`config.mk`:
```
export PLATFORM = sky130hd
export DESIGN_NAME = drum_voice_allocator_unit
export DESIGN_NICKNAME = d
export VERILOG_FILES = /design/src/rtl/dva_pkg.sv /design/src/rtl/drum_voice_allocator_unit.sv
export SDC_FILE = /design/constraint.sdc
export NUM_CORES = 1
export LEC_CHECK = 0
export BUFFER_PORTS_ARGS = -buffer_cell sky130_fd_sc_hd__buf_2
export CAP_MARGIN = 25
export CORE_MARGIN = 2
export CORE_UTILIZATION = 55
export CTS_CLUSTER_DIAMETER = 100
export DETAILED_ROUTE_END_ITERATION = 8
export MAX_ROUTING_LAYER = met4
export PLACE_DENSITY = 0.71
export SLEW_MARGIN = 20
export SYNTH_ARGS = -nofsm -noshare
export SYNTH_HDL_FRONTEND = slang
export SYNTH_SLANG_ARGS = --single-unit
```
`constraint.sdc`:
```
create_clock -name clk -period 13.6 [get_ports clk]
set_input_delay 1.36 -clock clk [delete_from_list [all_inputs] [get_ports clk]]
set_output_delay 1.36 -clock clk [all_outputs]
set_load 0.02 [all_outputs]
```
`src/rtl/dva_pkg.sv`:
```
`timescale 1ns / 1ps

package dva_pkg;

    localparam int CHANNELS  = 4;
    localparam int CH_W      = (CHANNELS > 1) ? $clog2(CHANNELS) : 1;
    localparam int SAMPLES   = 7;
    localparam int LEN_W     = 16;
    localparam int PROD_W    = 2 * LEN_W;
    localparam int OP_W      = 2;
    localparam int NOTE_W    = 7;
    localparam int VEL_W     = 7;
    localparam int ACT_W     = 2;
    localparam int CHAN_W    = 2;
    localparam int SMP_W     = 3;
    localparam int CFG_IDX_W = 3;

    typedef enum logic [OP_W-1:0] {
        OP_NOTE_ON  = 2'd0,
        OP_NOTE_OFF = 2'd1,
        OP_ALL_OFF  = 2'd2,
        OP_TICK     = 2'd3
    } op_t;

    localparam logic [ACT_W-1:0] ACT_NONE     = 2'd0;
    localparam logic [ACT_W-1:0] ACT_START    = 2'd1;
    localparam logic [ACT_W-1:0] ACT_STOP     = 2'd2;
    localparam logic [ACT_W-1:0] ACT_STOP_ALL = 2'd3;

    localparam logic [SMP_W-1:0] SMP_NULL       = 3'd0;
    localparam logic [SMP_W-1:0] SMP_KICK       = 3'd1;
    localparam logic [SMP_W-1:0] SMP_SNARE      = 3'd2;
    localparam logic [SMP_W-1:0] SMP_SNARE_ALT  = 3'd3;
    localparam logic [SMP_W-1:0] SMP_HAT_CLOSED = 3'd4;
    localparam logic [SMP_W-1:0] SMP_HAT_OPEN   = 3'd5;
    localparam logic [SMP_W-1:0] SMP_COWBELL    = 3'd6;
    localparam logic [SMP_W-1:0] SMP_CRASH      = 3'd7;

    localparam logic [NOTE_W-1:0] NOTE_KICK       = 7'd36;
    localparam logic [NOTE_W-1:0] NOTE_SNARE      = 7'd38;
    localparam logic [NOTE_W-1:0] NOTE_SNARE_ALT  = 7'd40;
    localparam logic [NOTE_W-1:0] NOTE_HAT_CLOSED = 7'd42;
    localparam logic [NOTE_W-1:0] NOTE_HAT_OPEN   = 7'd46;
    localparam logic [NOTE_W-1:0] NOTE_CRASH      = 7'd49;
    localparam logic [NOTE_W-1:0] NOTE_COWBELL    = 7'd56;

    typedef enum logic [2:0] {
        ST_IDLE,
        ST_ON_SCORE,
        ST_ON_MULA,
        ST_ON_MULB,
        ST_ON_COMMIT,
        ST_OFF_SCAN,
        ST_TICK_SCAN,
        ST_DONE
    } state_t;

    function automatic logic [SMP_W-1:0] map_note(input logic [NOTE_W-1:0] n);
        logic [SMP_W-1:0] s;
        unique case (n)
            NOTE_KICK:       s = SMP_KICK;
            NOTE_SNARE:      s = SMP_SNARE;
            NOTE_SNARE_ALT:  s = SMP_SNARE_ALT;
            NOTE_HAT_CLOSED: s = SMP_HAT_CLOSED;
            NOTE_HAT_OPEN:   s = SMP_HAT_OPEN;
            NOTE_COWBELL:    s = SMP_COWBELL;
            NOTE_CRASH:      s = SMP_CRASH;
            default:         s = SMP_NULL;
        endcase
        return s;
    endfunction

endpackage

```
`src/rtl/drum_voice_allocator_unit.sv`:
```
`timescale 1ns / 1ps

// Drum voice allocator: takes note-on, note-off, all-off and tick words and
// returns one command word for each. A note-on walks the channels one at a
// time through a single 16x16 multiplier, used twice per channel to
// cross-multiply playback progress, and then commits the chosen channel.
// Note-off and tick walk the channels at one a cycle. All-off and unmapped
// notes skip the walk. The input is not ready while a word is being worked
// on. A finished result waits in its own output register, so the next word
// may be taken while it is still unclaimed. A word that finishes while that
// register is still full holds the input until the register drains.
// Configuration writes are always ready.
module drum_voice_allocator_unit (
    input  logic                           clk,
    input  logic                           rst_n,
    input  logic                           in_valid,
    output logic                           in_ready,
    input  logic [dva_pkg::OP_W-1:0]       op,
    input  logic [dva_pkg::NOTE_W-1:0]     note,
    input  logic [dva_pkg::VEL_W-1:0]      velocity,
    output logic                           out_valid,
    input  logic                           out_ready,
    output logic [dva_pkg::ACT_W-1:0]      action,
    output logic [dva_pkg::CHAN_W-1:0]     channel,
    output logic [dva_pkg::SMP_W-1:0]      sample_index,
    output logic [dva_pkg::VEL_W-1:0]      gain,
    input  logic                           cfg_valid,
    output logic                           cfg_ready,
    input  logic [dva_pkg::CFG_IDX_W-1:0]  cfg_index,
    input  logic [dva_pkg::LEN_W-1:0]      cfg_data
);
    import dva_pkg::*;

    state_t               state_reg, state_next;
    logic [CH_W-1:0]      ptr_reg, ptr_next;
    logic [CH_W-1:0]      best_reg, best_next;
    logic [SMP_W-1:0]     smp_req_reg, smp_req_next;
    logic [VEL_W-1:0]     vel_reg, vel_next;
    logic [LEN_W-1:0]     bn_reg, bn_next, bd_reg, bd_next;
    logic [LEN_W-1:0]     n_reg, n_next, d_reg, d_next;
    logic [PROD_W-1:0]    prod_reg, prod_next;

    logic [LEN_W-1:0]     length_reg [SAMPLES];
    logic [SMP_W-1:0]     smp_reg [CHANNELS];
    logic [SMP_W-1:0]     smp_next [CHANNELS];
    logic [CHANNELS-1:0]  play_reg, play_next;
    logic [LEN_W-1:0]     pos_reg [CHANNELS];
    logic [LEN_W-1:0]     pos_next [CHANNELS];

    logic [ACT_W-1:0]     res_act_reg, res_act_next;
    logic [CHAN_W-1:0]    res_chan_reg, res_chan_next;
    logic [SMP_W-1:0]     res_smp_reg, res_smp_next;
    logic [VEL_W-1:0]     res_gain_reg, res_gain_next;

    logic                 out_valid_reg, out_valid_next;
    logic [ACT_W-1:0]     out_act_reg, out_act_next;
    logic [CHAN_W-1:0]    out_chan_reg, out_chan_next;
    logic [SMP_W-1:0]     out_smp_reg, out_smp_next;
    logic [VEL_W-1:0]     out_gain_reg, out_gain_next;

    logic [SMP_W-1:0]     note_smp;
    logic [SMP_W-1:0]     cur_smp;
    logic                 cur_play;
    logic [LEN_W-1:0]     cur_pos, cur_len, inc_pos;
    logic [LEN_W-1:0]     score_n, score_d;
    logic [LEN_W-1:0]     mul_a, mul_b;
    logic [PROD_W-1:0]    mul_out;
    logic                 last_ch;
    logic                 out_free;

    assign in_ready     = (state_reg == ST_IDLE);
    assign cfg_ready    = 1'b1;
    assign out_valid    = out_valid_reg;
    assign action       = out_act_reg;
    assign channel      = out_chan_reg;
    assign sample_index = out_smp_reg;
    assign gain         = out_gain_reg;

    assign note_smp = map_note(note);
    assign cur_smp  = smp_reg[ptr_reg];
    assign cur_play = play_reg[ptr_reg];
    assign cur_pos  = pos_reg[ptr_reg];
    assign cur_len  = (cur_smp == SMP_NULL) ? '0 : length_reg[SMP_W'(cur_smp - SMP_W'(1))];
    assign inc_pos  = (cur_pos != '1) ? LEN_W'(cur_pos + LEN_W'(1)) : cur_pos;
    assign last_ch  = (ptr_reg == CH_W'(CHANNELS - 1));
    assign out_free = !out_valid_reg || out_ready;

    // progress as a fraction: exact ties and the same-sample preference kept
    always_comb
    begin
        if (cur_smp == smp_req_reg)
        begin
            score_n = LEN_W'(2);
            score_d = LEN_W'(1);
        end
        else if (!cur_play || (cur_pos >= cur_len))
        begin
            score_n = LEN_W'(1);
            score_d = LEN_W'(1);
        end
        else
        begin
            score_n = cur_pos;
            score_d = cur_len;
        end
    end

    assign mul_a   = (state_reg == ST_ON_MULA) ? n_reg  : bn_reg;
    assign mul_b   = (state_reg == ST_ON_MULA) ? bd_reg : d_reg;
    assign mul_out = PROD_W'(mul_a) * PROD_W'(mul_b);

    always_comb
    begin
        state_next = state_reg;
        unique case (state_reg)
            ST_IDLE:
            begin
                if (in_valid)
                begin
                    unique case (op_t'(op))
                        OP_NOTE_ON:  state_next = (note_smp != SMP_NULL) ? ST_ON_SCORE : ST_DONE;
                        OP_NOTE_OFF: state_next = (note_smp != SMP_NULL) ? ST_OFF_SCAN : ST_DONE;
                        OP_ALL_OFF:  state_next = ST_DONE;
                        OP_TICK:     state_next = ST_TICK_SCAN;
                        default:     state_next = ST_DONE;
                    endcase
                end
            end
            ST_ON_SCORE:  state_next = ST_ON_MULA;
            ST_ON_MULA:   state_next = ST_ON_MULB;
            ST_ON_MULB:   state_next = last_ch ? ST_ON_COMMIT : ST_ON_SCORE;
            ST_ON_COMMIT: state_next = ST_DONE;
            ST_OFF_SCAN:
            begin
                if ((cur_smp == smp_req_reg) || last_ch)
                    state_next = ST_DONE;
            end
            ST_TICK_SCAN:
            begin
                if (last_ch)
                    state_next = ST_DONE;
            end
            ST_DONE:
            begin
                if (out_free)
                    state_next = ST_IDLE;
            end
            default: state_next = ST_IDLE;
        endcase
    end

    always_comb
    begin
        ptr_next      = ptr_reg;
        best_next     = best_reg;
        smp_req_next  = smp_req_reg;
        vel_next      = vel_reg;
        bn_next       = bn_reg;
        bd_next       = bd_reg;
        n_next        = n_reg;
        d_next        = d_reg;
        prod_next     = prod_reg;
        smp_next      = smp_reg;
        play_next     = play_reg;
        pos_next      = pos_reg;
        res_act_next  = res_act_reg;
        res_chan_next = res_chan_reg;
        res_smp_next  = res_smp_reg;
        res_gain_next = res_gain_reg;
        out_act_next  = out_act_reg;
        out_chan_next = out_chan_reg;
        out_smp_next  = out_smp_reg;
        out_gain_next = out_gain_reg;
        out_valid_next = out_valid_reg && !out_ready;

        unique case (state_reg)
            ST_IDLE:
            begin
                if (in_valid)
                begin
                    smp_req_next  = note_smp;
                    vel_next      = velocity;
                    ptr_next      = '0;
                    best_next     = '0;
                    // a zero score equals any other zero, so start from 0/1
                    bn_next       = '0;
                    bd_next       = LEN_W'(1);
                    res_act_next  = ACT_NONE;
                    res_chan_next = '0;
                    res_smp_next  = SMP_NULL;
                    res_gain_next = '0;
                    if (op_t'(op) == OP_ALL_OFF)
                    begin
                        play_next    = '0;
                        res_act_next = ACT_STOP_ALL;
                    end
                end
            end
            ST_ON_SCORE:
            begin
                n_next = score_n;
                d_next = score_d;
            end
            ST_ON_MULA:
            begin
                prod_next = mul_out;
            end
            ST_ON_MULB:
            begin
                if (prod_reg > mul_out)
                begin
                    best_next = ptr_reg;
                    bn_next   = n_reg;
                    bd_next   = d_reg;
                end
                ptr_next = CH_W'(ptr_reg + CH_W'(1));
            end
            ST_ON_COMMIT:
            begin
                smp_next[best_reg]  = smp_req_reg;
                play_next[best_reg] = 1'b1;
                pos_next[best_reg]  = '0;
                res_act_next        = ACT_START;
                res_chan_next       = CHAN_W'(best_reg);
                res_smp_next        = smp_req_reg;
                res_gain_next       = vel_reg;
            end
            ST_OFF_SCAN:
            begin
                if (cur_smp == smp_req_reg)
                begin
                    play_next[ptr_reg] = 1'b0;
                    pos_next[ptr_reg]  = '0;
                    res_act_next       = ACT_STOP;
                    res_chan_next      = CHAN_W'(ptr_reg);
                end
                ptr_next = CH_W'(ptr_reg + CH_W'(1));
            end
            ST_TICK_SCAN:
            begin
                if (cur_play)
                begin
                    pos_next[ptr_reg] = inc_pos;
                    if (inc_pos >= cur_len)
                        play_next[ptr_reg] = 1'b0;
                end
                ptr_next = CH_W'(ptr_reg + CH_W'(1));
            end
            ST_DONE:
            begin
                if (out_free)
                begin
                    out_valid_next = 1'b1;
                    out_act_next   = res_act_reg;
                    out_chan_next  = res_chan_reg;
                    out_smp_next   = res_smp_reg;
                    out_gain_next  = res_gain_reg;
                end
            end
            default:
            begin
                ptr_next = ptr_reg;
            end
        endcase
    end

    always_ff @(posedge clk or negedge rst_n)
    begin
        if (!rst_n)
        begin
            state_reg     <= ST_IDLE;
            ptr_reg       <= '0;
            out_valid_reg <= 1'b0;
            play_reg      <= '0;
            for (int i = 0; i < SAMPLES; i++)
                length_reg[i] <= '0;
            for (int c = 0; c < CHANNELS; c++)
            begin
                smp_reg[c] <= SMP_NULL;
                pos_reg[c] <= '0;
            end
        end
        else
        begin
            state_reg     <= state_next;
            ptr_reg       <= ptr_next;
            out_valid_reg <= out_valid_next;
            play_reg      <= play_next;
            smp_reg       <= smp_next;
            pos_reg       <= pos_next;
            if (cfg_valid && (cfg_index < CFG_IDX_W'(SAMPLES)))
                length_reg[cfg_index] <= cfg_data;
        end
    end

    always_ff @(posedge clk)
    begin
        best_reg     <= best_next;
        smp_req_reg  <= smp_req_next;
        vel_reg      <= vel_next;
        bn_reg       <= bn_next;
        bd_reg       <= bd_next;
        n_reg        <= n_next;
        d_reg        <= d_next;
        prod_reg     <= prod_next;
        res_act_reg  <= res_act_next;
        res_chan_reg <= res_chan_next;
        res_smp_reg  <= res_smp_next;
        res_gain_reg <= res_gain_next;
        out_act_reg  <= out_act_next;
        out_chan_reg <= out_chan_next;
        out_smp_reg  <= out_smp_next;
        out_gain_reg <= out_gain_next;
    end

endmodule

```
* Word-level counts from Yosys, hierarchy flattened
Cells that the tools add are included.
** Storage, ports and cells
- Bits in registers :: 334
- Bits of input ports :: 40
- Output and inout port bits :: 17
- Word-level logic and storage cells :: 201
** Operators by class
- Add/sub/neg operators :: 3
- $mul :: 1
- $lt $le $gt $ge :: 15
- Eq/ne operators :: 29
- Mux-type cells :: 72
- Bitwise gates (word level) :: 11
- Reduce and logical (&&, ||, !) cells :: 34
** Operators by type and width (number)
- $mux 16 :: 15
- $pmux 64 s3 :: 1
- $and 64x64->64 :: 2
- $mux 64 :: 2
- $not 64->64 :: 2
- $bwmux 112 :: 1
- $bwmux 64 :: 1
- $demux 16 s2 :: 2
- $pmux 16 s2 :: 2
- $eq 7x6->1 const B :: 7
- $bmux 16 s3 :: 1
- $demux 16 s3 :: 1
- $bmux 16 s2 :: 1
- $ge 16x16->1 :: 2
- $gt 32x32->1 :: 1
- $mul 16x16->32 :: 1
- $mux 3 :: 10
- $pmux 3 s8 :: 1
- $pmux 3 s7 :: 1
- $mux 4 :: 5
- $add 16x1->16 const B :: 1
- $mux 2 :: 8
- $ne 16x16->1 const B :: 1
- $ne 2x2->1 const B :: 8
- 48 further kinds :: 88

* Depth between registers and ports, before layout
Gate-level depths: netlist of run 1.
- Depth after elaboration :: 14
- Gate-level depth with buffers :: 32
- Depth with buffers taken out :: 30

* Least setup slack after synthesis of run 1
Ideal clock, no wire load.
- Path kind :: flip-flop to flip-flop
- From :: register state_reg[0]
- To :: register bd_reg[0], enable pin
- Arrival :: 9.267 ns
- Required time :: 13.204 ns
- Setup slack :: 3.937 ns
- Stages on the path, launching flop included :: 30
- Clock period less this slack :: 9.663 ns
- Cells stage by stage :: dfrtp_1 > clkbuf_1 > nor3_1 > buf_2 > buf_2 > mux2_2 > nand2_1 > fa_1 > fa_1 > fa_1 > inv_1 > fa_1 > fa_1 > inv_1 > fa_1 > inv_1 > ha_1 > clkbuf_1 > nand4_1 > or3_1 > a211oi_1 > o211a_1 > o221ai_1 > xnor2_1 > ha_1 > nand4_1 > or2_2 > nor2_1 > o311a_1 > o32a_1
** Between the ends
- Longest elaborated chain between the ends :: 6
- Elaborated cells between the ends (all ways) :: 11
- Classes of those cells :: mul (1); order compare (1); eq/ne (4); mux (2); reduce/logical (3)
** Ends and longest elaborated chain
- from (decl) :: RTL line drum_voice_allocator_unit.sv:34 : state_t state_reg, state_next;
- from (signal assigned) :: RTL line drum_voice_allocator_unit.sv:285 : state_reg <= state_next;
- $eq 3x2->1 :: RTL line drum_voice_allocator_unit.sv:108, drum_voice_allocator_unit.sv:109
- $mux 16, on equally long branches :: RTL line drum_voice_allocator_unit.sv:108, drum_voice_allocator_unit.sv:109
- $mul 16x16->32 :: RTL line drum_voice_allocator_unit.sv:110 : assign mul_out = PROD_W'(mul_a) * PROD_W'(mul_b);
- $gt 32x32->1 :: RTL line drum_voice_allocator_unit.sv:210 : if (prod_reg > mul_out)
- $ne 2x2->1 (no source line)
- $reduce_and 3->1 (no source line) (*)
- to (signal assigned) :: RTL line drum_voice_allocator_unit.sv:302 : bd_reg <= bd_next;
- to (decl) :: RTL line drum_voice_allocator_unit.sv:39 : logic [LEN_W-1:0] bn_reg, bn_next, bd_reg, bd_next;
Every way passes the cells marked *; elsewhere a longest branch is shown, timed or not.
A chain may end at the register's enable or synchronous reset.

* Final worst setup path of run 1
- From :: register state_reg[1]
- To :: register bn_reg[7], enable pin
** Between the ends
- Longest elaborated chain between the ends :: 6
- Elaborated cells between the ends (all ways) :: 11
- Classes of those cells :: mul (1); order compare (1); eq/ne (4); mux (2); reduce/logical (3)
** Ends and longest elaborated chain
- $eq 3x2->1 :: RTL line drum_voice_allocator_unit.sv:108, drum_voice_allocator_unit.sv:109
- $mux 16, on equally long branches :: RTL line drum_voice_allocator_unit.sv:108, drum_voice_allocator_unit.sv:109
- $mul 16x16->32 :: RTL line drum_voice_allocator_unit.sv:110
- $gt 32x32->1 :: RTL line drum_voice_allocator_unit.sv:210
- $ne 2x2->1 (no source line)
- $reduce_and 3->1 (no source line) (*)
- to (signal assigned) :: RTL line drum_voice_allocator_unit.sv:301 : bn_reg <= bn_next;
- to (decl) :: RTL line drum_voice_allocator_unit.sv:39
Marked as above.

==> impl_summary.log, run 1 <==
INFO  metric setup_violations = 0
INFO  metric critical_path.slowest_cell = sky130_fd_sc_hd__mux2i_1
INFO  metric postLayoutCellArea = roughly 27000 um2
INFO  metric synth_xor_area_frac = 0.0183
INFO  metric clock_tree_buffer_depth = 3
INFO  metric timing_max_transition_violations_final = 0
INFO  metric tns = 0 ns
INFO  metric io_buffer_count = 55
INFO  metric async_flop_share = 0.593
INFO  metric nNetsFinal = about 2.8k
INFO  metric min_period_over_period = 0.794
INFO  metric crit_end = bn_reg[7]
INFO  metric drt_first_iter_violations = ~1.1k
INFO  metric ys_seq_area_frac = 0.358
INFO  metric reg2reg_from = state_reg[1]
INFO  metric setup.reg_to_reg.worst_slack = about 2.8 ns
INFO  metric cap_violations = 0
INFO  metric cts_root_buf = sky130_fd_sc_hd__clkbuf_16
INFO  metric area_delta_synth_final = 8.75%
INFO  metric global_route.usage.total = 0.293
INFO  metric timing_worst_slew_pin_value = ~1.0 ns
INFO  metric end_of_the_worst_register_to_register_path = bn_reg[7]
INFO  metric wl_met3 = slightly below 3 mm
INFO  metric clock_sink_count = ~330
INFO  metric largest_reg_flops = 112
INFO  metric critPathTopFamily = adder cells
INFO  metric maxUsedRoutingLayer = met4
INFO  metric place.gp.congestion = 0.976
INFO  metric placementRows = 78
INFO  metric cts_inserted_buffers = 38
INFO  metric grt_pass1_wl = approximately 100 mm
INFO  metric yosys-mux-area-fraction = 0.109
INFO  metric clock_latency = ~0.56 ns
INFO  metric final_util = 0.606
INFO  metric start_util = 0.557
INFO  metric max_freq = 92.6 MHz
INFO  metric htree_levels = 2
INFO  metric reg2regPathDepth = 31
INFO  metric max_slew_margin = 0.304
INFO  metric worst_clock_skew = about 0.026 ns
INFO  metric status = completed
INFO  metric routedWlPerCell = approximately 22 um
INFO  metric filler_free_cell_count_of_the_finished_design = approximately 3k
INFO  metric max_stage_delay = roughly 0.88 ns
INFO  metric critPathLaunch = state_reg[1]
INFO  metric crit_path_end_kind = register
INFO  metric ioPinCount = 57
INFO  metric vias = 17.8k
INFO  metric detail_route.drc_violations = 0
INFO  metric cts_resized = 0
INFO  metric synth_compound_area_frac = 0.0952
INFO  metric number_of_placed_instances_with_taps_included = around 3k
INFO  metric critical_path_arrival = around 11 ns
INFO  metric first_global_vias = 18.5k
INFO  metric met2WireLength = 32.5 mm
INFO  metric synth_edf_count = between 100 and 150
INFO  metric globalRoute.totalOverflow = 0
INFO  metric synth_area = 25200 um2
INFO  metric syn_nets = ~2.8k
INFO  metric detailed_route_wl = between 60 and 70 mm
INFO  metric avgViaCountPerCell = about 5.9
INFO  metric met1Wirelength = 27.2 mm
INFO  metric hold_buffers = 0
INFO  metric drtPass1Iterations = 5
INFO  metric crit_path_category = register to register
INFO  metric crit_cells = 31
INFO  metric total_of_flip_flops_plus_latches_after_synthesis = between 300 and 400
INFO  metric critPathLaunchType = register
INFO  metric ant_nets = 0
INFO  metric post_synth_fa_ha_maj_area_fraction = 0.241
INFO  metric synth_flop_cell = sky130_fd_sc_hd__dfrtp_1
INFO  metric floorplan.core_area = approximately 45000 um2
INFO  metric maximum_number_of_pins_on_one_net_before_global_route_repair = 117
INFO  metric synthSimpleGateAreaFrac = 0.119
INFO  metric antenna_found_initial = 2
INFO  metric post-dp-hpwl = ~49 mm
INFO  metric netlist-cell-type-count = 80
INFO  metric worstHoldPathType = register to register
INFO  metric syn-instance-count = ~2.4k
INFO  metric grt_setup_unrepaired = no
INFO  metric tritoncts = built
INFO  metric critPathRequiredTime = around 14 ns
INFO  metric path_buf_inv = 8
INFO  metric worst-path-max-fanout = 50
INFO  metric worst_hold_path.num_cells = 0
INFO  metric hold_violations = 0
INFO  metric placed_cell_area = ~26000 um2
INFO  metric path_common_cell = sky130_fd_sc_hd__fa_1
INFO  metric dominant_combinational_cell_family_by_area_after_synthesis = adder cells
INFO  metric total_of_warnings_raised_by_yosys = 0
INFO  metric path_clk_slew = around 0.060 ns
INFO  metric die_height = between 200 and 250 um
INFO  metric die_x = around 220 um
INFO  metric setup_bufs_post_cts = 0
INFO  metric final.min_clock_period = 10.79 ns
INFO  metric layout-drive-gt1-share = 0.144
INFO  metric fp.dieArea = 47600 um2
INFO  metric syn_avg_cell_area = around 11 um2
-- cell type report --
type / count / area (um2)
Antenna cell: 2 / 5.00
Multi-Input combinational cell: 1647 / 14700
Sequential cell: 334 / 9040
Fill cell: 3794 / 17900
Tap cell: 600 / 751
Timing Repair Buffer: 88 / 543
Clock buffer: 51 / 1040
Inverter: 287 / 1080
Clock inverter: 17 / 228
-- cells by family (layout without fill, tap and decap cells) --
logic type      Yosys count  count (layout)
fa+ha+maj               369             369
xor+xnor                 48              48
simple gates            657             657
buf+inv                 376             443
flops                   334             334
mux                     231             231
compound gates          341             341
other cells               1               3
-- layout by cell type (no fill, tap or decap), types with 47 or more instances in the layout --
cell	instances
sky130_fd_sc_hd__ha_1	175
sky130_fd_sc_hd__nor2_1	167
sky130_fd_sc_hd__a21oi_1	88
sky130_fd_sc_hd__nand2_1	266
sky130_fd_sc_hd__mux2i_1	54
sky130_fd_sc_hd__o2bb2ai_1	50
sky130_fd_sc_hd__edfxtp_1	136
sky130_fd_sc_hd__dfrtp_1	198
sky130_fd_sc_hd__and2_1	52
sky130_fd_sc_hd__mux2_2	156
sky130_fd_sc_hd__buf_2	54
sky130_fd_sc_hd__inv_1	287
sky130_fd_sc_hd__fa_1	194
sky130_fd_sc_hd__o21ai_0	47
-- synthesized netlist by cell type, types with 12 or more instances --
cell type | n | area share
sky130_fd_sc_hd__nand4_1 | 14 | 0.0035
sky130_fd_sc_hd__xnor2_1 | 31 | 0.011
sky130_fd_sc_hd__mux2_2 | 156 | 0.070
sky130_fd_sc_hd__a21oi_1 | 88 | 0.017
sky130_fd_sc_hd__nand3_1 | 26 | 0.0052
sky130_fd_sc_hd__nand2b_1 | 18 | 0.0045
sky130_fd_sc_hd__fa_1 | 194 | 0.15
sky130_fd_sc_hd__xor2_1 | 13 | 0.0045
sky130_fd_sc_hd__a22o_1 | 28 | 0.0097
sky130_fd_sc_hd__a211oi_1 | 21 | 0.0063
sky130_fd_sc_hd__mux4_2 | 20 | 0.018
sky130_fd_sc_hd__o21ai_0 | 47 | 0.0093
sky130_fd_sc_hd__ha_1 | 175 | 0.087
sky130_fd_sc_hd__buf_2 | 19 | 0.0038
sky130_fd_sc_hd__and3_1 | 12 | 0.0030
sky130_fd_sc_hd__dfrtp_1 | 198 | 0.20
sky130_fd_sc_hd__a21o_1 | 37 | 0.011
sky130_fd_sc_hd__nor3_1 | 28 | 0.0056
sky130_fd_sc_hd__edfxtp_1 | 136 | 0.16
sky130_fd_sc_hd__o2bb2ai_1 | 50 | 0.017
sky130_fd_sc_hd__nand2_1 | 266 | 0.040
sky130_fd_sc_hd__clkbuf_1 | 61 | 0.0091
sky130_fd_sc_hd__nor2_1 | 168 | 0.025
sky130_fd_sc_hd__a31oi_1 | 12 | 0.0030
sky130_fd_sc_hd__mux2i_1 | 54 | 0.021
sky130_fd_sc_hd__nor2b_1 | 27 | 0.0067
sky130_fd_sc_hd__and2_1 | 52 | 0.013
sky130_fd_sc_hd__inv_1 | 287 | 0.043
-- per-layer routing --
metal,track usage,up-vias
li1,-,8137
met5,-,-
met3,0.0331,141
met4,0.119,0
met2,0.482,547
met1,0.373,8947
-- worst min-delay path by stage --
stage	end	from
3_3_place_gp	gain[5]	res_gain_reg[5]
4_1_cts	gain[0]	res_gain_reg[0]
3_5_place_dp	gain[2]	res_gain_reg[2]
6_report	gain[0]	res_gain_reg[0]
2_1_floorplan	action[0]	res_act_reg[0]
5_1_grt	gain[5]	res_gain_reg[5]
-- stage by stage --
| stage | setup slack, ns | hold WS [ns] |
|---|---|---|
| detailed placement | 2.91 | 0.405 |
| global placement | 3.25 | 0.403 |
| CTS | 2.87 | 0.416 |
| finish | 2.81 | 0.418 |
| floorplan | 3.94 | 0.400 |
| global route | 2.18 | 0.430 |
Power of run 1 is not shown: default switching activity piles up to over one toggle a cycle in this logic, so the estimate is an artifact.
==> run 2: changes to the inputs <==
--- a/config.mk
+++ b/config.mk
@@ -12,7 +12,7 @@
 export CTS_CLUSTER_DIAMETER = 100
 export DETAILED_ROUTE_END_ITERATION = 8
 export MAX_ROUTING_LAYER = met4
-export PLACE_DENSITY = 0.71
+export PLACE_DENSITY = 0.74
 export SLEW_MARGIN = 20
 export SYNTH_ARGS = -nofsm -noshare
 export SYNTH_HDL_FRONTEND = slang
==> constraint.sdc (replaced) <==
create_clock -name clk -period 9 [get_ports clk]
set_input_delay 0.9 -clock clk [delete_from_list [all_inputs] [get_ports clk]]
set_output_delay 0.9 -clock clk [all_outputs]
set_load 0.02 [all_outputs]
==> impl_summary.log, run 2 (same netlist as run 1, synthesis figures left out) <==
INFO  metric status = completed
INFO  metric path_clk_slew = 0.06 ns (about the same)
INFO  metric clock_tree_buffer_depth = 3 (unchanged)
INFO  metric critPathTopFamily = adder cells
INFO  metric wl_met3 = 4.21 mm (+45%)
INFO  metric largest_reg_flops = 112 (unchanged)
INFO  metric max_slew_margin = 0.331 (+0.0273)
INFO  metric globalRoute.totalOverflow = 0 (unchanged)
INFO  metric global_route.usage.total = 0.286 (-0.00730)
INFO  metric final_util = 0.614 (+0.00845)
INFO  metric cts_inserted_buffers = 36 (-5.3%)
INFO  metric path_buf_inv = 5 (-3)
INFO  metric max_freq = 114 MHz (+24%)
INFO  metric routedWlPerCell = 21.5 um (-0.33%)
INFO  metric most-common-layout-cells = 287 x sky130_fd_sc_hd__inv_1, 265 x sky130_fd_sc_hd__nand2_1, 198 x sky130_fd_sc_hd__dfrtp_1, 194 x sky130_fd_sc_hd__fa_1, 175 x sky130_fd_sc_hd__ha_1
INFO  metric critPathRequiredTime = 9.27 ns (-4.51 ns)
INFO  metric timing_worst_slew_pin_value = 1.00 ns (-0.0118 ns)
INFO  metric first_global_vias = 18.7k (+1.5%)
INFO  metric timing_max_transition_violations_final = 0 (unchanged)
INFO  metric cap_violations = 0 (unchanged)
INFO  metric floorplan.core_area = 45300 um2 (unchanged)
INFO  metric hold_slack = 0.419 ns (+0.00160 ns)
INFO  metric drtPass1Iterations = 5 (unchanged)
INFO  metric ioPinCount = 57 (unchanged)
INFO  metric hold_violations = 0 (unchanged)
INFO  metric min_period_over_period = 0.971 (+0.177)
INFO  metric critical_path_arrival = 9.01 ns (-1.96 ns)
INFO  metric cts_root_buf = sky130_fd_sc_hd__clkbuf_16
INFO  metric maximum_number_of_pins_on_one_net_before_global_route_repair = 133 (+14%)
INFO  metric grt_pass1_wl = 102 mm (-2.0%)
INFO  metric die_height = 218 um (unchanged)
INFO  metric worst_clock_skew = 0.0357 ns (+0.00958 ns)
INFO  metric clock_sink_count = 334 (unchanged)
INFO  metric area_delta_synth_final = 10.3%
INFO  metric fp.dieArea = 47600 um2 (unchanged)
INFO  metric crit_path_end_kind = register
INFO  metric detailed_route_wl = 65.8 mm (+0.76%)
INFO  metric worst-path-max-fanout = 26 (-48%)
INFO  metric critical_path.slowest_cell = sky130_fd_sc_hd__o32a_2
INFO  metric critPathLaunchType = register
INFO  metric vias = 18.3k (+2.9%)
INFO  metric detail_route.drc_violations = 0 (unchanged)
INFO  metric met1Wirelength = 25.8 mm (-5.2%)
INFO  metric drt_first_iter_violations = 1211 (+6.5%)
INFO  metric max_stage_delay = 0.55 ns (-0.33 ns)
INFO  metric hold_buffers = 0 (unchanged)
INFO  metric tritoncts = built
INFO  metric maxUsedRoutingLayer = met4
INFO  metric antenna_found_initial = 1 (-1)
INFO  metric final.min_clock_period = 8.74 ns (-2.06 ns)
INFO  metric place.gp.congestion = 0.967 (-0.98%)
INFO  metric worstHoldPathType = register to register
INFO  metric avgViaCountPerCell = 5.98 (+1.8%)
INFO  metric io_buffer_count = 55 (unchanged)
INFO  metric nNetsFinal = 2839 (+1.2%)
INFO  metric post-dp-hpwl = 49.3 mm (-0.25%)
INFO  metric placementRows = 78 (unchanged)
INFO  metric clock_latency = 0.57 ns (about the same)
INFO  metric die_x = 218 um (unchanged)
INFO  metric met2WireLength = 32.4 mm (-0.38%)
INFO  metric path_common_cell = sky130_fd_sc_hd__fa_1
INFO  metric setup_violations = 0 (unchanged)
INFO  metric layout-drive-gt1-share = 0.162 (+0.0184)
INFO  metric layout_commonest_cell = sky130_fd_sc_hd__inv_1
INFO  metric crit_path_category = register to register
INFO  metric start_util = 0.557 (unchanged)
INFO  metric ant_nets = 0 (unchanged)
INFO  metric htree_levels = 2 (unchanged)
[run 2: cell types whose count changed in the layout (fill, tap and decap cells not counted), sizes merged]
cell,previous run,this run
clkinv,6,8
o32a,1,4
buf,87,120
bufinv,3,5
clkinvlp,2,4
clkbuf,52,47
inv,293,289
[run 2: worst paths after layout]
kind	endpoint	slack, ns	start	cells past startpoint
min in group asynchronous	length_reg[88]	0.44	rst_n	1
max in group asynchronous	length_reg[66]	7.19	rst_n	2
min	gain[3]	0.42	res_gain_reg[3]	0
max	bn_reg[14]	0.26	state_reg[0]	27
max reg2reg	bn_reg[14]	0.26	state_reg[0]	27
min reg2reg	gain[3]	0.42	res_gain_reg[3]	0
[run 2: timing repair]
action                     4_1_cts  5_1_grt
resized for setup                0       26
setup buffers                    0        1
setup endpoints to repair        0       34
[run 2: per-stage QoR]
step,area [um2],instances,setup WS [ns],setup TNS (ns)
2_1_floorplan,25200,2357,0.107,0
3_5_place_dp,26400,2987,0.131,0
6_report,27800,3059,0.262,0
4_1_cts,27600,3052,0.0598,0
5_1_grt,27800,3058,-0.0658,-0.582
3_3_place_gp,26400,2984,0.324,0
[run 2: layout make-up]
cell class                 count  area [um2]
multi-input combinational   1650       14900
antenna                        2        5.00
fill                        3631       17500
inverter                     287        1080
clock buffer                  46         968
timing repair buffer         121         817
clock inverter                19         250
sequential                   334        9040
tap                          600         751
[run 2: per-layer routing]
metal	up-vias	track usage
met5	-	-
met4	0	0.128
met3	203	0.0443
met2	670	0.474
met1	9208	0.347
li1	8206	-
[run 2: worst register-to-register path: stages, from the launching register on]
cell                        delay (ns)
sky130_fd_sc_hd__dfrtp_1          0.42
sky130_fd_sc_hd__nor3_4           0.23
sky130_fd_sc_hd__buf_4            0.18
sky130_fd_sc_hd__buf_8            0.25
sky130_fd_sc_hd__mux2_2           0.50
sky130_fd_sc_hd__nand2_1          0.13
sky130_fd_sc_hd__fa_1             0.46
sky130_fd_sc_hd__fa_1             0.47
sky130_fd_sc_hd__fa_1             0.55
sky130_fd_sc_hd__inv_1            0.06
sky130_fd_sc_hd__fa_1             0.45
sky130_fd_sc_hd__fa_1             0.52
sky130_fd_sc_hd__inv_1            0.05
sky130_fd_sc_hd__fa_1             0.47
sky130_fd_sc_hd__inv_1            0.04
sky130_fd_sc_hd__ha_1             0.31
sky130_fd_sc_hd__a21oi_1          0.31
sky130_fd_sc_hd__o211ai_1         0.16
sky130_fd_sc_hd__a221o_1          0.41
sky130_fd_sc_hd__o211a_1          0.31
sky130_fd_sc_hd__a21o_1           0.20
sky130_fd_sc_hd__xnor2_1          0.13
sky130_fd_sc_hd__ha_1             0.32
sky130_fd_sc_hd__a2111oi_1        0.43
sky130_fd_sc_hd__a21oi_1          0.12
sky130_fd_sc_hd__o21ai_0          0.22
sky130_fd_sc_hd__nand2_2          0.21
sky130_fd_sc_hd__o32a_2           0.55
Power of run 2 is left out for the same reason.
==> run 3: changes to the inputs <==
--- a/config.mk
+++ b/config.mk
@@ -12,7 +12,7 @@
 export CTS_CLUSTER_DIAMETER = 100
 export DETAILED_ROUTE_END_ITERATION = 8
 export MAX_ROUTING_LAYER = met4
-export PLACE_DENSITY = 0.74
+export PLACE_DENSITY = 0.71
 export SLEW_MARGIN = 20
 export SYNTH_ARGS = -nofsm -noshare
 export SYNTH_HDL_FRONTEND = slang
==> constraint.sdc (replaced) <==
create_clock -name clk -period 8.4 [get_ports clk]
set_input_delay 0.84 -clock clk [delete_from_list [all_inputs] [get_ports clk]]
set_output_delay 0.84 -clock clk [all_outputs]
set_load 0.02 [all_outputs]
==> impl_summary.log, run 3 (same netlist as run 1, synthesis figures left out) <==
INFO  metric sequential_cell_area = 9040 um2 (unchanged)
INFO  metric fp.dieArea = 47600 um2 (unchanged)
INFO  metric path_common_cell = sky130_fd_sc_hd__fa_1
INFO  metric multi_input_area = 15300 um2 (+2.9%)
INFO  metric critical_path_arrival = 8.52 ns (-0.49 ns)
INFO  metric post-dp-hpwl = 51.7 mm (+4.9%)
INFO  metric postLayoutCellArea = 29200 um2 (+5.0%)
INFO  metric cts_root_buf = sky130_fd_sc_hd__clkbuf_16
INFO  metric floorplan.core_area = 45300 um2 (unchanged)
INFO  metric ant_nets = 0 (unchanged)
INFO  metric die_x = 218 um (unchanged)
INFO  metric global_routing_s_busiest_layer = met2
INFO  metric grtUsageMet3 = 0.0373 (-0.00696)
INFO  metric drtPass1Iterations = 5 (unchanged)
INFO  metric reg2regPathDepth = 31 (+15%)
INFO  metric largest_reg_flops = 112 (unchanged)
INFO  metric max_freq = 121 MHz (+5.5%)
INFO  metric tritoncts = built
INFO  metric hold_violations = 0 (unchanged)
INFO  metric nNetsFinal = 2942 (+3.6%)
INFO  metric place.gp.congestion = 0.945 (-2.2%)
INFO  metric htree_levels = 2 (unchanged)
INFO  metric layout_commonest_cell = sky130_fd_sc_hd__inv_1
INFO  metric io_buffer_count = 55 (unchanged)
INFO  metric setup.reg_to_reg.worst_slack = 0.11 ns (-0.15 ns)
INFO  metric routedWlPerCell = 22.2 um (+3.0%)
INFO  metric worst-path-max-fanout = 5 (-81%)
INFO  metric start_util = 0.557 (unchanged)
INFO  metric antenna_found_initial = 1 (unchanged)
INFO  metric min_period_over_period = 0.986 (+0.0156)
INFO  metric reg2reg_from = state_reg[1]
INFO  metric layout-drive-gt1-share = 0.217 (+0.0541)
INFO  metric placed_cell_area = 27000 um2 (+2.4%)
INFO  metric final_util = 0.645 (+0.0306)
INFO  metric drt_first_iter_violations = 1449 (+20%)
INFO  metric worstHoldPathType = input pin to asynchronous set/reset pin
INFO  metric avgViaCountPerCell = 5.89 (-1.4%)
INFO  metric maximum_number_of_pins_on_one_net_before_global_route_repair = 78 (-41%)
INFO  metric critPathRequiredTime = 8.63 ns (-0.64 ns)
INFO  metric end_of_the_worst_register_to_register_path = bn_reg[4]
INFO  metric most-common-layout-cells = 285 x sky130_fd_sc_hd__inv_1, 262 x sky130_fd_sc_hd__nand2_1, 198 x sky130_fd_sc_hd__dfrtp_1, 188 x sky130_fd_sc_hd__fa_1
INFO  metric cts_inserted_buffers = 39 (+8.3%)
INFO  metric first_global_vias = 19.2k (+2.6%)
INFO  metric globalRoute.totalOverflow = 0 (unchanged)
INFO  metric setup_violations = 0 (unchanged)
INFO  metric placementRows = 78 (unchanged)
INFO  metric timing_max_transition_violations_final = 0 (unchanged)
INFO  metric detailed_route_wl = 70.1 mm (+6.6%)
INFO  metric tns = 0 ns (unchanged)
INFO  metric die_height = 218 um (unchanged)
INFO  metric final_critical_path_setup_slack = 0.114 ns (-0.148 ns)
INFO  metric critPathLaunchType = register
INFO  metric detail_route.drc_violations = 0 (unchanged)
INFO  metric status = completed
INFO  metric globalRouteMet1Util = 0.379 (+0.0321)
INFO  metric timing_worst_slew_pin_value = 1.07 ns (+0.0688 ns)
INFO  metric final.min_clock_period = 8.29 ns (-0.452 ns)
INFO  metric worst_clock_skew = 0.0577 ns (+0.0221 ns)
INFO  metric max_slew_margin = 0.283 (-0.0480)
INFO  metric vias = 18.7k (+2.0%)
INFO  metric place_worst_setup_slack = -0.421 ns (-0.552 ns)
INFO  metric cap_violations = 0 (unchanged)
INFO  metric critical_path.slowest_cell = sky130_fd_sc_hd__fa_1
INFO  metric ioPinCount = 57 (unchanged)
INFO  metric grt_setup_unrepaired = yes
INFO  metric grt_pass1_wl = 109 mm (+6.7%)
INFO  metric clock_latency = 0.59 ns (+0.02 ns)
INFO  metric n_fill_cell = 3594 (-1.0%)
INFO  metric max_stage_delay = 0.54 ns (about the same)
INFO  metric clock_sink_count = 334 (unchanged)
INFO  metric clock_tree_buffer_depth = 3 (unchanged)
INFO  metric area_delta_synth_final = 15.8%
INFO  metric crit_path_category = register to register
INFO  metric global_route.usage.total = 0.308 (+0.0219)
INFO  metric use_met2 = 0.517 (+0.0436)
INFO  metric crit_path_end_kind = register
INFO  metric path_clk_slew = 0.06 ns (about the same)
[run 3: timing repair]
item | in CTS | in global routing
setup buffers | 6 | 19
gates resized for setup | 43 | 71
gates cloned | 6 | 1
hold buffers | 0 | 0
pin swaps | 8 | 37
setup endpoints to repair | 34 | 34
[run 3: worst max path at each step]
stage / startpoint / to / slack, ns / cells after the start
after floorplan: state_reg[0] / bd_reg[0] / 0.08 / 29
after global placement: state_reg[1] / bn_reg[4] / -0.27 / 28
after detailed placement: state_reg[1] / bn_reg[5] / -0.42 / 31
after CTS: state_reg[2] / bn_reg[4] / 0.002 / 28
after global routing: state_reg[1] / bn_reg[4] / -0.15 / 28
final: state_reg[1] / bn_reg[4] / 0.11 / 31
[run 3: final cells by class]
type | instances | area share
Clock buffer | 53 | 0.0366
Multi-Input combinational cell | 1651 | 0.525
Antenna cell | 1 | 0.0000857
Tap cell | 600 | 0.0257
Sequential cell | 334 | 0.310
Clock inverter | 18 | 0.00656
Timing Repair Buffer | 220 | 0.0591
Inverter | 287 | 0.0369
[run 3: stage by stage]
| step | hold WS (ns) | cells |
|---|---|---|
| floorplan | 0.400 | 2357 |
| global placement | 0.404 | 3058 |
| detailed placement | 0.405 | 3060 |
| CTS | 0.279 | 3143 |
| global route | 0.318 | 3164 |
| finish | 0.264 | 3164 |
[run 3: worst max-delay path: cells and delay by family (launching register included)]
kind            cells  cell delay [ns]
compound gates      5             1.14
buf+inv             9             1.01
mux                 1             0.20
xor+xnor            1             0.17
fa+ha+maj           8             3.58
flops               1             0.36
simple gates        7             1.46
[run 3: layer usage]
metal  vias up  share of wire
met3       167          0.053
li1       8415              -
met4         0          0.042
met2       672           0.51
met5         -              0
met1      9397           0.40
Power of run 3 is left out for the same reason.
